## src/rtl/etok_pkg.sv

```systemverilog
package etok_pkg;

  // Default width of the character position counter.
  localparam int POS_BITS_DEF = 16;

  // Result queue depth; a power of two, at least 2.
  localparam int OUTQ_DEPTH = 4;

  // Token kinds.
  localparam logic [2:0] KIND_OP   = 3'd0;
  localparam logic [2:0] KIND_NUM  = 3'd1;
  localparam logic [2:0] KIND_NAME = 3'd2;
  localparam logic [2:0] KIND_END  = 3'd3;
  localparam logic [2:0] KIND_ERR  = 3'd4;

  typedef enum logic [1:0] {
    MODE_IDLE = 2'd0,
    MODE_NUM  = 2'd1,
    MODE_NAME = 2'd2,
    MODE_DROP = 2'd3
  } scan_mode_t;

  typedef struct packed {
    logic [2:0]  token_kind;
    logic [15:0] start_pos;
    logic [15:0] token_length;
    logic [7:0]  symbol_char;
    logic        last_result;
  } tok_t;

  // Up to two results from one character beat, in order.
  typedef struct packed {
    logic v0;
    logic v1;
    tok_t r0;
    tok_t r1;
  } step_res_t;

endpackage

```

## src/rtl/etok_char_if.sv

```systemverilog
interface etok_char_if;
  logic       valid;
  logic       ready;
  logic [7:0] char_code;
  logic       end_mark;

  modport source(output valid, char_code, end_mark, input ready);
  modport sink(input valid, char_code, end_mark, output ready);
endinterface

```

## src/rtl/etok_tok_if.sv

```systemverilog
interface etok_tok_if;
  logic        valid;
  logic        ready;
  logic [2:0]  token_kind;
  logic [15:0] start_pos;
  logic [15:0] token_length;
  logic [7:0]  symbol_char;
  logic        last_result;

  modport source(output valid, token_kind, start_pos, token_length, symbol_char,
                 last_result, input ready);
  modport sink(input valid, token_kind, start_pos, token_length, symbol_char,
               last_result, output ready);
endinterface

```

## src/rtl/expression_tokenizer.sv

```systemverilog
// Channel   Dir   Payload                                         Beat
// in_ch     in    char_code, end_mark                             one character or end mark
// out_ch    out   token_kind, start_pos, token_length,            one token result
//                 symbol_char, last_result
//
// One character beat per cycle while in_ch.ready is high; each gives zero, one or two result beats.
// Results go through a four-entry queue; in_ch.ready is high while it has at least two free slots.
// A stalled out_ch holds the queue; input keeps flowing until the queue is nearly full.
// Results are registered in the queue and appear on out_ch in order, behind any older results.
// Reset clears the scanner state and empties the queue.
module expression_tokenizer #(
  parameter int POS_BITS = etok_pkg::POS_BITS_DEF
) (
  input  logic              clk,
  input  logic              rst,
  etok_char_if.sink         in_ch,
  etok_tok_if.source        out_ch
);

  logic                step, pop, nonempty, room2;
  etok_pkg::step_res_t res;
  etok_pkg::tok_t      head;

  assign step = in_ch.valid && in_ch.ready;
  assign pop  = out_ch.valid && out_ch.ready;

  etok_core #(.POS_BITS(POS_BITS)) u_core (
    .clk       (clk),
    .rst       (rst),
    .step      (step),
    .char_code (in_ch.char_code),
    .end_mark  (in_ch.end_mark),
    .res       (res)
  );

  etok_outq u_outq (
    .clk      (clk),
    .rst      (rst),
    .push     (step),
    .res      (res),
    .pop      (pop),
    .head     (head),
    .nonempty (nonempty),
    .room2    (room2)
  );

  // Drive the channels.
  assign in_ch.ready         = room2;
  assign out_ch.valid        = nonempty;
  assign out_ch.token_kind   = head.token_kind;
  assign out_ch.start_pos    = head.start_pos;
  assign out_ch.token_length = head.token_length;
  assign out_ch.symbol_char  = head.symbol_char;
  assign out_ch.last_result  = head.last_result;

endmodule

```

## src/rtl/etok_core.sv

```systemverilog
module etok_core #(
  parameter int POS_BITS = etok_pkg::POS_BITS_DEF
) (
  input  logic                clk,
  input  logic                rst,
  input  logic                step,
  input  logic [7:0]          char_code,
  input  logic                end_mark,
  output etok_pkg::step_res_t res
);

  localparam logic [7:0] CH_LPAREN = 8'h28;
  localparam logic [7:0] CH_RPAREN = 8'h29;
  localparam logic [7:0] CH_PLUS   = 8'h2B;
  localparam logic [7:0] CH_MINUS  = 8'h2D;
  localparam logic [7:0] CH_STAR   = 8'h2A;
  localparam logic [7:0] CH_SLASH  = 8'h2F;
  localparam logic [7:0] CH_CARET  = 8'h5E;
  localparam logic [7:0] CH_DOT    = 8'h2E;
  localparam logic [15:0] LEN_MAX  = 16'hFFFF;
  localparam logic [POS_BITS-1:0] POS_MAX = {POS_BITS{1'b1}};

  etok_pkg::scan_mode_t scan_mode, scan_mode_next;
  logic                 seen_dot, seen_dot_next;
  logic [POS_BITS-1:0]  char_position, char_position_next;
  logic [POS_BITS-1:0]  token_start, token_start_next;
  logic [15:0]          token_count_len, token_count_len_next;

  logic        is_dig, is_alp, is_spc, is_op, is_dot;
  logic [47:0] pos_wide, start_wide;
  logic [15:0] pos_sat, start_sat, len_ext;
  logic        close_v, sec_v, do_start;
  etok_pkg::tok_t close_r, sec_r;

  // Classify the incoming byte.
  assign is_dig = (char_code >= 8'h30) && (char_code <= 8'h39);
  assign is_alp = ((char_code >= 8'h41) && (char_code <= 8'h5A)) ||
                  ((char_code >= 8'h61) && (char_code <= 8'h7A));
  assign is_spc = (char_code == 8'h20) || ((char_code >= 8'h09) && (char_code <= 8'h0D));
  assign is_op  = (char_code == CH_LPAREN) || (char_code == CH_RPAREN) ||
                  (char_code == CH_PLUS) || (char_code == CH_MINUS) ||
                  (char_code == CH_STAR) || (char_code == CH_SLASH) ||
                  (char_code == CH_CARET);
  assign is_dot = (char_code == CH_DOT);

  // Clamp positions to the 16-bit field.
  assign pos_wide  = 48'(char_position);
  assign start_wide = 48'(token_start);
  assign pos_sat   = (pos_wide > 48'hFFFF) ? 16'hFFFF : pos_wide[15:0];
  assign start_sat = (start_wide > 48'hFFFF) ? 16'hFFFF : start_wide[15:0];
  assign len_ext   = (token_count_len != LEN_MAX) ? token_count_len + 16'd1
                                                  : token_count_len;

  // Next state and the results of this beat.
  always_comb begin
    scan_mode_next       = scan_mode;
    seen_dot_next        = seen_dot;
    char_position_next   = char_position;
    token_start_next     = token_start;
    token_count_len_next = token_count_len;
    close_v  = 1'b0;
    sec_v    = 1'b0;
    do_start = 1'b0;

    close_r.token_kind   = (scan_mode == etok_pkg::MODE_NAME) ? etok_pkg::KIND_NAME
                                                              : etok_pkg::KIND_NUM;
    close_r.start_pos    = start_sat;
    close_r.token_length = token_count_len;
    close_r.symbol_char  = 8'd0;
    close_r.last_result  = 1'b0;

    sec_r.token_kind   = etok_pkg::KIND_END;
    sec_r.start_pos    = pos_sat;
    sec_r.token_length = 16'd0;
    sec_r.symbol_char  = 8'd0;
    sec_r.last_result  = 1'b1;

    if (end_mark) begin
      close_v = (scan_mode == etok_pkg::MODE_NUM) || (scan_mode == etok_pkg::MODE_NAME);
      sec_v   = 1'b1;
      scan_mode_next       = etok_pkg::MODE_IDLE;
      seen_dot_next        = 1'b0;
      char_position_next   = '0;
      token_start_next     = '0;
      token_count_len_next = 16'd0;
    end else begin
      case (scan_mode)
        etok_pkg::MODE_NUM: begin
          if (is_dig) begin
            token_count_len_next = len_ext;
          end else if (is_dot) begin
            if (seen_dot) begin
              sec_v = 1'b1;
              sec_r.token_kind   = etok_pkg::KIND_ERR;
              sec_r.token_length = 16'd1;
              sec_r.symbol_char  = char_code;
              scan_mode_next     = etok_pkg::MODE_DROP;
            end else begin
              seen_dot_next        = 1'b1;
              token_count_len_next = len_ext;
            end
          end else begin
            close_v  = 1'b1;
            do_start = 1'b1;
          end
        end
        etok_pkg::MODE_NAME: begin
          if (is_alp) begin
            token_count_len_next = len_ext;
          end else begin
            close_v  = 1'b1;
            do_start = 1'b1;
          end
        end
        etok_pkg::MODE_IDLE: begin
          do_start = 1'b1;
        end
        default: begin
        end
      endcase

      // Handle the byte as the start of a new token.
      if (do_start) begin
        scan_mode_next = etok_pkg::MODE_IDLE;
        if (is_spc) begin
        end else if (is_op) begin
          sec_v = 1'b1;
          sec_r.token_kind   = etok_pkg::KIND_OP;
          sec_r.token_length = 16'd1;
          sec_r.symbol_char  = char_code;
        end else if (is_dig || is_alp) begin
          token_start_next     = char_position;
          token_count_len_next = 16'd1;
          seen_dot_next        = 1'b0;
          scan_mode_next       = is_dig ? etok_pkg::MODE_NUM : etok_pkg::MODE_NAME;
        end else begin
          sec_v = 1'b1;
          sec_r.token_kind   = etok_pkg::KIND_ERR;
          sec_r.token_length = 16'd1;
          sec_r.symbol_char  = char_code;
          scan_mode_next     = etok_pkg::MODE_DROP;
        end
      end

      // Advance the position, saturating.
      if (char_position != POS_MAX) begin
        char_position_next = char_position + 1'b1;
      end
    end
  end

  // Pack results in order and mark the final one.
  always_comb begin
    res.v0 = close_v || sec_v;
    res.v1 = close_v && sec_v;
    res.r0 = close_v ? close_r : sec_r;
    res.r0.last_result = !(close_v && sec_v);
    res.r1 = sec_r;
    res.r1.last_result = 1'b1;
  end

  always_ff @(posedge clk) begin
    if (rst) begin
      scan_mode       <= etok_pkg::MODE_IDLE;
      seen_dot        <= 1'b0;
      char_position   <= '0;
      token_start     <= '0;
      token_count_len <= 16'd0;
    end else if (step) begin
      scan_mode       <= scan_mode_next;
      seen_dot        <= seen_dot_next;
      char_position   <= char_position_next;
      token_start     <= token_start_next;
      token_count_len <= token_count_len_next;
    end
  end

endmodule

```

## src/rtl/etok_outq.sv

```systemverilog
module etok_outq (
  input  logic                clk,
  input  logic                rst,
  input  logic                push,
  input  etok_pkg::step_res_t res,
  input  logic                pop,
  output etok_pkg::tok_t      head,
  output logic                nonempty,
  output logic                room2
);

  localparam int DEPTH    = etok_pkg::OUTQ_DEPTH;
  localparam int PTR_BITS = $clog2(DEPTH);
  localparam int CNT_BITS = $clog2(DEPTH + 1);

  etok_pkg::tok_t      q [DEPTH];
  logic [PTR_BITS-1:0] wptr, rptr, wptr_next, rptr_next, wptr_p1;
  logic [CNT_BITS-1:0] count, count_next;
  logic [1:0]          n_in;

  assign wptr_p1 = wptr + 1'b1;
  assign n_in    = push ? (2'(res.v0) + 2'(res.v1)) : 2'd0;

  // Track fill level and pointers.
  always_comb begin
    wptr_next  = wptr + PTR_BITS'(n_in);
    rptr_next  = pop ? rptr + 1'b1 : rptr;
    count_next = count + CNT_BITS'(n_in) - CNT_BITS'(pop);
  end

  assign head     = q[rptr];
  assign nonempty = (count != '0);
  assign room2    = (count <= CNT_BITS'(DEPTH - 2));

  always_ff @(posedge clk) begin
    if (rst) begin
      wptr  <= '0;
      rptr  <= '0;
      count <= '0;
    end else begin
      wptr  <= wptr_next;
      rptr  <= rptr_next;
      count <= count_next;
    end
  end

  // Write up to two results per beat.
  always_ff @(posedge clk) begin
    if (push && res.v0) begin
      q[wptr] <= res.r0;
    end
    if (push && res.v1) begin
      q[wptr_p1] <= res.r1;
    end
  end

endmodule

```

## src/flat_wrapper.sv

```systemverilog
// flat-port wrapper written by rule: the top's interface ports become plain ports
module expression_tokenizer_flat 
#(
  parameter int POS_BITS = etok_pkg::POS_BITS_DEF
)
  (clk, rst, in_ch_valid, in_ch_char_code, in_ch_end_mark, in_ch_ready, out_ch_valid, out_ch_token_kind, out_ch_start_pos, out_ch_token_length, out_ch_symbol_char, out_ch_last_result, out_ch_ready);
  etok_char_if in_ch_i ();
  etok_tok_if out_ch_i ();
  input  logic clk;
  input  logic rst;
  input wire logic [$bits(in_ch_i.valid)-1:0] in_ch_valid;
  input wire logic [$bits(in_ch_i.char_code)-1:0] in_ch_char_code;
  input wire logic [$bits(in_ch_i.end_mark)-1:0] in_ch_end_mark;
  output wire logic [$bits(in_ch_i.ready)-1:0] in_ch_ready;
  output wire logic [$bits(out_ch_i.valid)-1:0] out_ch_valid;
  output wire logic [$bits(out_ch_i.token_kind)-1:0] out_ch_token_kind;
  output wire logic [$bits(out_ch_i.start_pos)-1:0] out_ch_start_pos;
  output wire logic [$bits(out_ch_i.token_length)-1:0] out_ch_token_length;
  output wire logic [$bits(out_ch_i.symbol_char)-1:0] out_ch_symbol_char;
  output wire logic [$bits(out_ch_i.last_result)-1:0] out_ch_last_result;
  input wire logic [$bits(out_ch_i.ready)-1:0] out_ch_ready;
  assign in_ch_i.valid = in_ch_valid;
  assign in_ch_i.char_code = in_ch_char_code;
  assign in_ch_i.end_mark = in_ch_end_mark;
  assign in_ch_ready = in_ch_i.ready;
  assign out_ch_valid = out_ch_i.valid;
  assign out_ch_token_kind = out_ch_i.token_kind;
  assign out_ch_start_pos = out_ch_i.start_pos;
  assign out_ch_token_length = out_ch_i.token_length;
  assign out_ch_symbol_char = out_ch_i.symbol_char;
  assign out_ch_last_result = out_ch_i.last_result;
  assign out_ch_i.ready = out_ch_ready;
  expression_tokenizer #(.POS_BITS(POS_BITS)) u_core (.clk(clk), .rst(rst), .in_ch(in_ch_i), .out_ch(out_ch_i));
endmodule
```

## config.mk

```make
export PLATFORM = sky130hd
export DESIGN_NAME = expression_tokenizer_flat
export DESIGN_NICKNAME = d
export VERILOG_FILES = /design/src/rtl/etok_pkg.sv /design/src/rtl/etok_char_if.sv /design/src/rtl/etok_tok_if.sv /design/src/rtl/expression_tokenizer.sv /design/src/rtl/etok_core.sv /design/src/rtl/etok_outq.sv /design/src/flat_wrapper.sv
export SDC_FILE = /design/constraint.sdc
export NUM_CORES = 1
export LEC_CHECK = 0
export BUFFER_PORTS_ARGS = -buffer_cell sky130_fd_sc_hd__buf_4
export CORE_ASPECT_RATIO = 0.75
export CORE_MARGIN = 5
export CORE_UTILIZATION = 55
export CTS_CLUSTER_DIAMETER = 100
export DETAILED_ROUTE_END_ITERATION = 8
export HOLD_SLACK_MARGIN = 0.08
export PLACE_DENSITY = 0.86
export SYNTH_ARGS = -nofsm -noshare
export SYNTH_HDL_FRONTEND = slang
export SYNTH_SLANG_ARGS = --single-unit
```

## constraint.sdc

```tcl
create_clock -name clk -period 4.3 [get_ports clk]
set_clock_uncertainty 0.1 [all_clocks]
set_input_delay 0.86 -clock clk [delete_from_list [all_inputs] [get_ports clk]]
set_output_delay 0.86 -clock clk [all_outputs]
set_load 0.1 [all_outputs]
```

==> out/results.ini <==
[clock_network]
cts_buffers=23
cts_resized=0
post_cts_buffers=0
clk_latency_ns=0.53
path_clk_slew_ns=0.06
hold_buffers=0
htree_levels=1
cts_max_path_buffers=3
clock-root-buffer=clkbuf_16
numClockSinks=236
cts_tree=yes

[drt]
drt.antenna.violating_nets=0
drt_iter0_drc=990
viasPerCell=6.774
drcViolationCount=0
routed_wl_um=27770
first_pass_iters=5
wl_per_cell_um=22.50
via_count=8359

[run_status]
status=completed

[global_routing]
grt_max_degree=45
grt.total_usage_pct=23.77
grt_pass1_wl_um=44930
antenna_found_initial=0
grt.overflow.total=0
grt_pass1_vias=8238

[cells_and_area]
final_core_util_pct=64.99
area_growth_pct=15.05
drive_above_1_share_pct=22.02
nFillCells=1391
n_antenna_cell=0
fin_area_um2=12700
final_nets=990

[sta]
finalSetupTns_ns=0
period_share_pct=92.42
relSlewSlack_pct=16.15
setup_viol=0
clock.fmax_mhz=251.6
min_period_ns=3.974
worst_pin_slew_ns=1.254
drv_slew=0
rsz0062_at_grt=no
hold_violations=0

[synthesis]
syn-num-nets=950
synthCells=924
yosys_warnings=0
synth_edf_count=112
synthesis.area_um2=11040
synthFlopType=dfxtp_1
synth_cell_types=72
syn_avg_cell_area_um2=11.95
ys_seq_elements=236
synthArstFlopShare_pct=0
yosysSeqAreaShare_pct=52.95

[die]
core_um2=19540
rows=44
die_w_um=173.6
start_util_pct=56.49
die_h_um=132.7
ios=59
die-area_um2=23030

[power_and_ir_drop]
p_per_area_nw_per_um2=621.6
p_sw_w=0.003258
intPower_w=0.004637
leakage_nw=4.635
p_seq_share_pct=36.1
max-vdd-ir-drop_v=0.0005575
comb_power_share_pct=38.4
swShare_pct=41.26
clkPwrFrac_pct=25.4

[worst_setup_path]
slowest_delay_ns=0.53
start_kind=input pin
crit_required_ns=4.60
critPathKind=input pin to register
worstPathArrival_ns=4.28
endpoint_kind=register
timing.critical_path.mode_cell=ha_1
path_cells=buf_4 -> or4b_1 -> a21o_1 -> a2111oi_2 -> a2111oi_2 -> or3_1 -> ha_1 -> nand2_1 -> ha_1 -> inv_1 -> ha_1 -> inv_1 -> fa_1 -> xnor2_1 -> xnor2_1 -> nor2_1
worstPathMaxFanout=2
crit_slowest_cell=or4b_1

[placed_design]
placed_area_um2=11940
port_buffers=58
finalWeightedCongestion=0.9329
post-dp-hpwl_um=17680

[job]
cap_violations=0

[min_path]
hp-class=register to register

worst paths after layout:
| check | end | depth (start not counted) | from | slack, ns |
|---|---|---|---|---|
| min reg2reg | u_core.u_outq.q[2][17]$_SDFFE_PP0P_ | 1 | u_core.u_outq.q[2][17]$_SDFFE_PP0P_ | 0.37 |
| min | u_core.u_outq.q[2][17]$_SDFFE_PP0P_ | 1 | u_core.u_outq.q[2][17]$_SDFFE_PP0P_ | 0.37 |
| max reg2reg | u_core.u_outq.q[1][8]$_DFFE_PP_ | 15 | u_core.u_core.scan_mode[1]$_SDFFE_PP0P_ | 0.41 |
| max | u_core.u_outq.count[2]$_SDFF_PP0_ | 16 | in_ch_char_code[1] | 0.33 |
state kept, by name, indices dropped and copies added (netlist names), named ones only:
register,cells
u_core.u_core.scan_mode,2
u_core.u_outq.wptr,2
u_core.u_outq.count,3
u_core.u_outq.q,176
u_core.u_core.token_start,16
u_core.u_core.seen_dot,1
u_core.u_outq.rptr,2
u_core.u_core.token_count_len,16
u_core.u_core.char_position,16
per-stage QoR:
step	setup slack, ns	instances	power [W]	hold slack, ns
after global placement	-0.06096	1191	0.005868	0.3520
after CTS	0.3096	1233	0.007904	0.3718
final	0.3258	1234	0.007895	0.3737
after floorplan	0.01446	924	0.005120	0.3369
after detailed placement	-0.2101	1191	0.005918	0.3515
after global routing	0.1123	1234	0.008174	0.3811
logic make-up after synthesis:
logic type / after synthesis / synth area share [%]
fa+ha+maj: 13 / 1.541
flops: 236 / 52.95
mux: 44 / 8.977
compound gates: 269 / 19.78
simple gates: 221 / 10.50
xor+xnor: 20 / 1.587
buf+inv: 121 / 4.670
power groups by stage:
stage / Clock [W] / Combinational, W / Sequential [W]
final: 0.00201 / 0.00303 / 0.00285
after global routing: 0.00211 / 0.00316 / 0.00290
after CTS: 0.00202 / 0.00302 / 0.00286
after detailed placement: 0 / 0.00301 / 0.00291
after global placement: 0 / 0.00298 / 0.00289
after floorplan: 0 / 0.00237 / 0.00275
synth_stat cells (4+ instances only):
master	number	area (µm²)
o21ai_0	21	105.1
ha_1	12	150.1
o22ai_1	4	25.02
buf_4	5	37.54
edfxtp_1	112	3363
nand3_1	21	105.1
o21ai_1	6	30.03
mux4_2	44	991.0
inv_1	22	82.58
nor2_1	52	195.2
buf_1	11	41.29
nand4_1	18	112.6
o221a_2	5	56.30
a31oi_1	8	50.05
clkbuf_1	58	217.7
or3_1	4	25.02
and2_1	10	62.56
nor2b_1	4	25.02
nor3_1	10	50.05
xnor2_1	7	61.31
o31ai_1	6	45.04
dfxtp_1	124	2482
and3_1	42	262.8
nand2_1	39	146.4
a21oi_1	25	125.1
xor2_1	13	113.9
buf_2	22	110.1
a211oi_1	5	37.54
a22o_1	149	1305
and4_1	5	43.79
metal layers:
layer	global-route usage, %	vias up	part of all wire [%]
li1	-	3677	-
met1	33.13	4133	41
met2	37.41	479	46
met3	6.189	70	10
met4	6.330	0	2.3
met5	0	-	0
layout by cell type, fill, tap and decap left out, types with 3 or more instances in the layout:
cell       instances
a21o_1             3
inv_1             20
nor4_1             3
o32ai_1            3
nand3_1           21
dfxtp_1          122
clkinv_2           3
ha_1              12
buf_12            11
nor3_1            10
o21ai_0           21
o221a_2            5
o2111ai_1          3
a211oi_1           5
clkbuf_1           4
xnor2_1            7
or3_1              4
a31oi_1            7
xor2_1            13
o21ai_1            6
and3_1            42
o31ai_1            6
buf_4            101
a21oi_1           23
nor2_1            52
and2_1            10
a21oi_2            3
a22oi_1            3
nor2b_1            4
a22o_1           149
nand2_1           39
a311oi_1           3
nand4_1           18
edfxtp_1         112
o22ai_1            4
and4_1             5
clkbuf_16         24
mux4_2            44
clkinv_1           5
critical path, delay by kind of cell:
family          cells  cell delay (ns)
fa+ha+maj           4             1.08
simple gates        4             1.03
compound gates      3             0.72
xor+xnor            2             0.39
buf+inv             3             0.22
cell type report:
class,instances,area (µm²),area share (%)
well taps,253,316.6,2.492
clock inverters,14,136.4,1.074
inverters,23,93.84,0.7388
repair buffers,113,991.0,7.802
clock buffers,28,615.6,4.847
multi-input cells,567,4697,36.98
flip-flops and latches,236,5851,46.06
(Power assumes the default switching activity.)
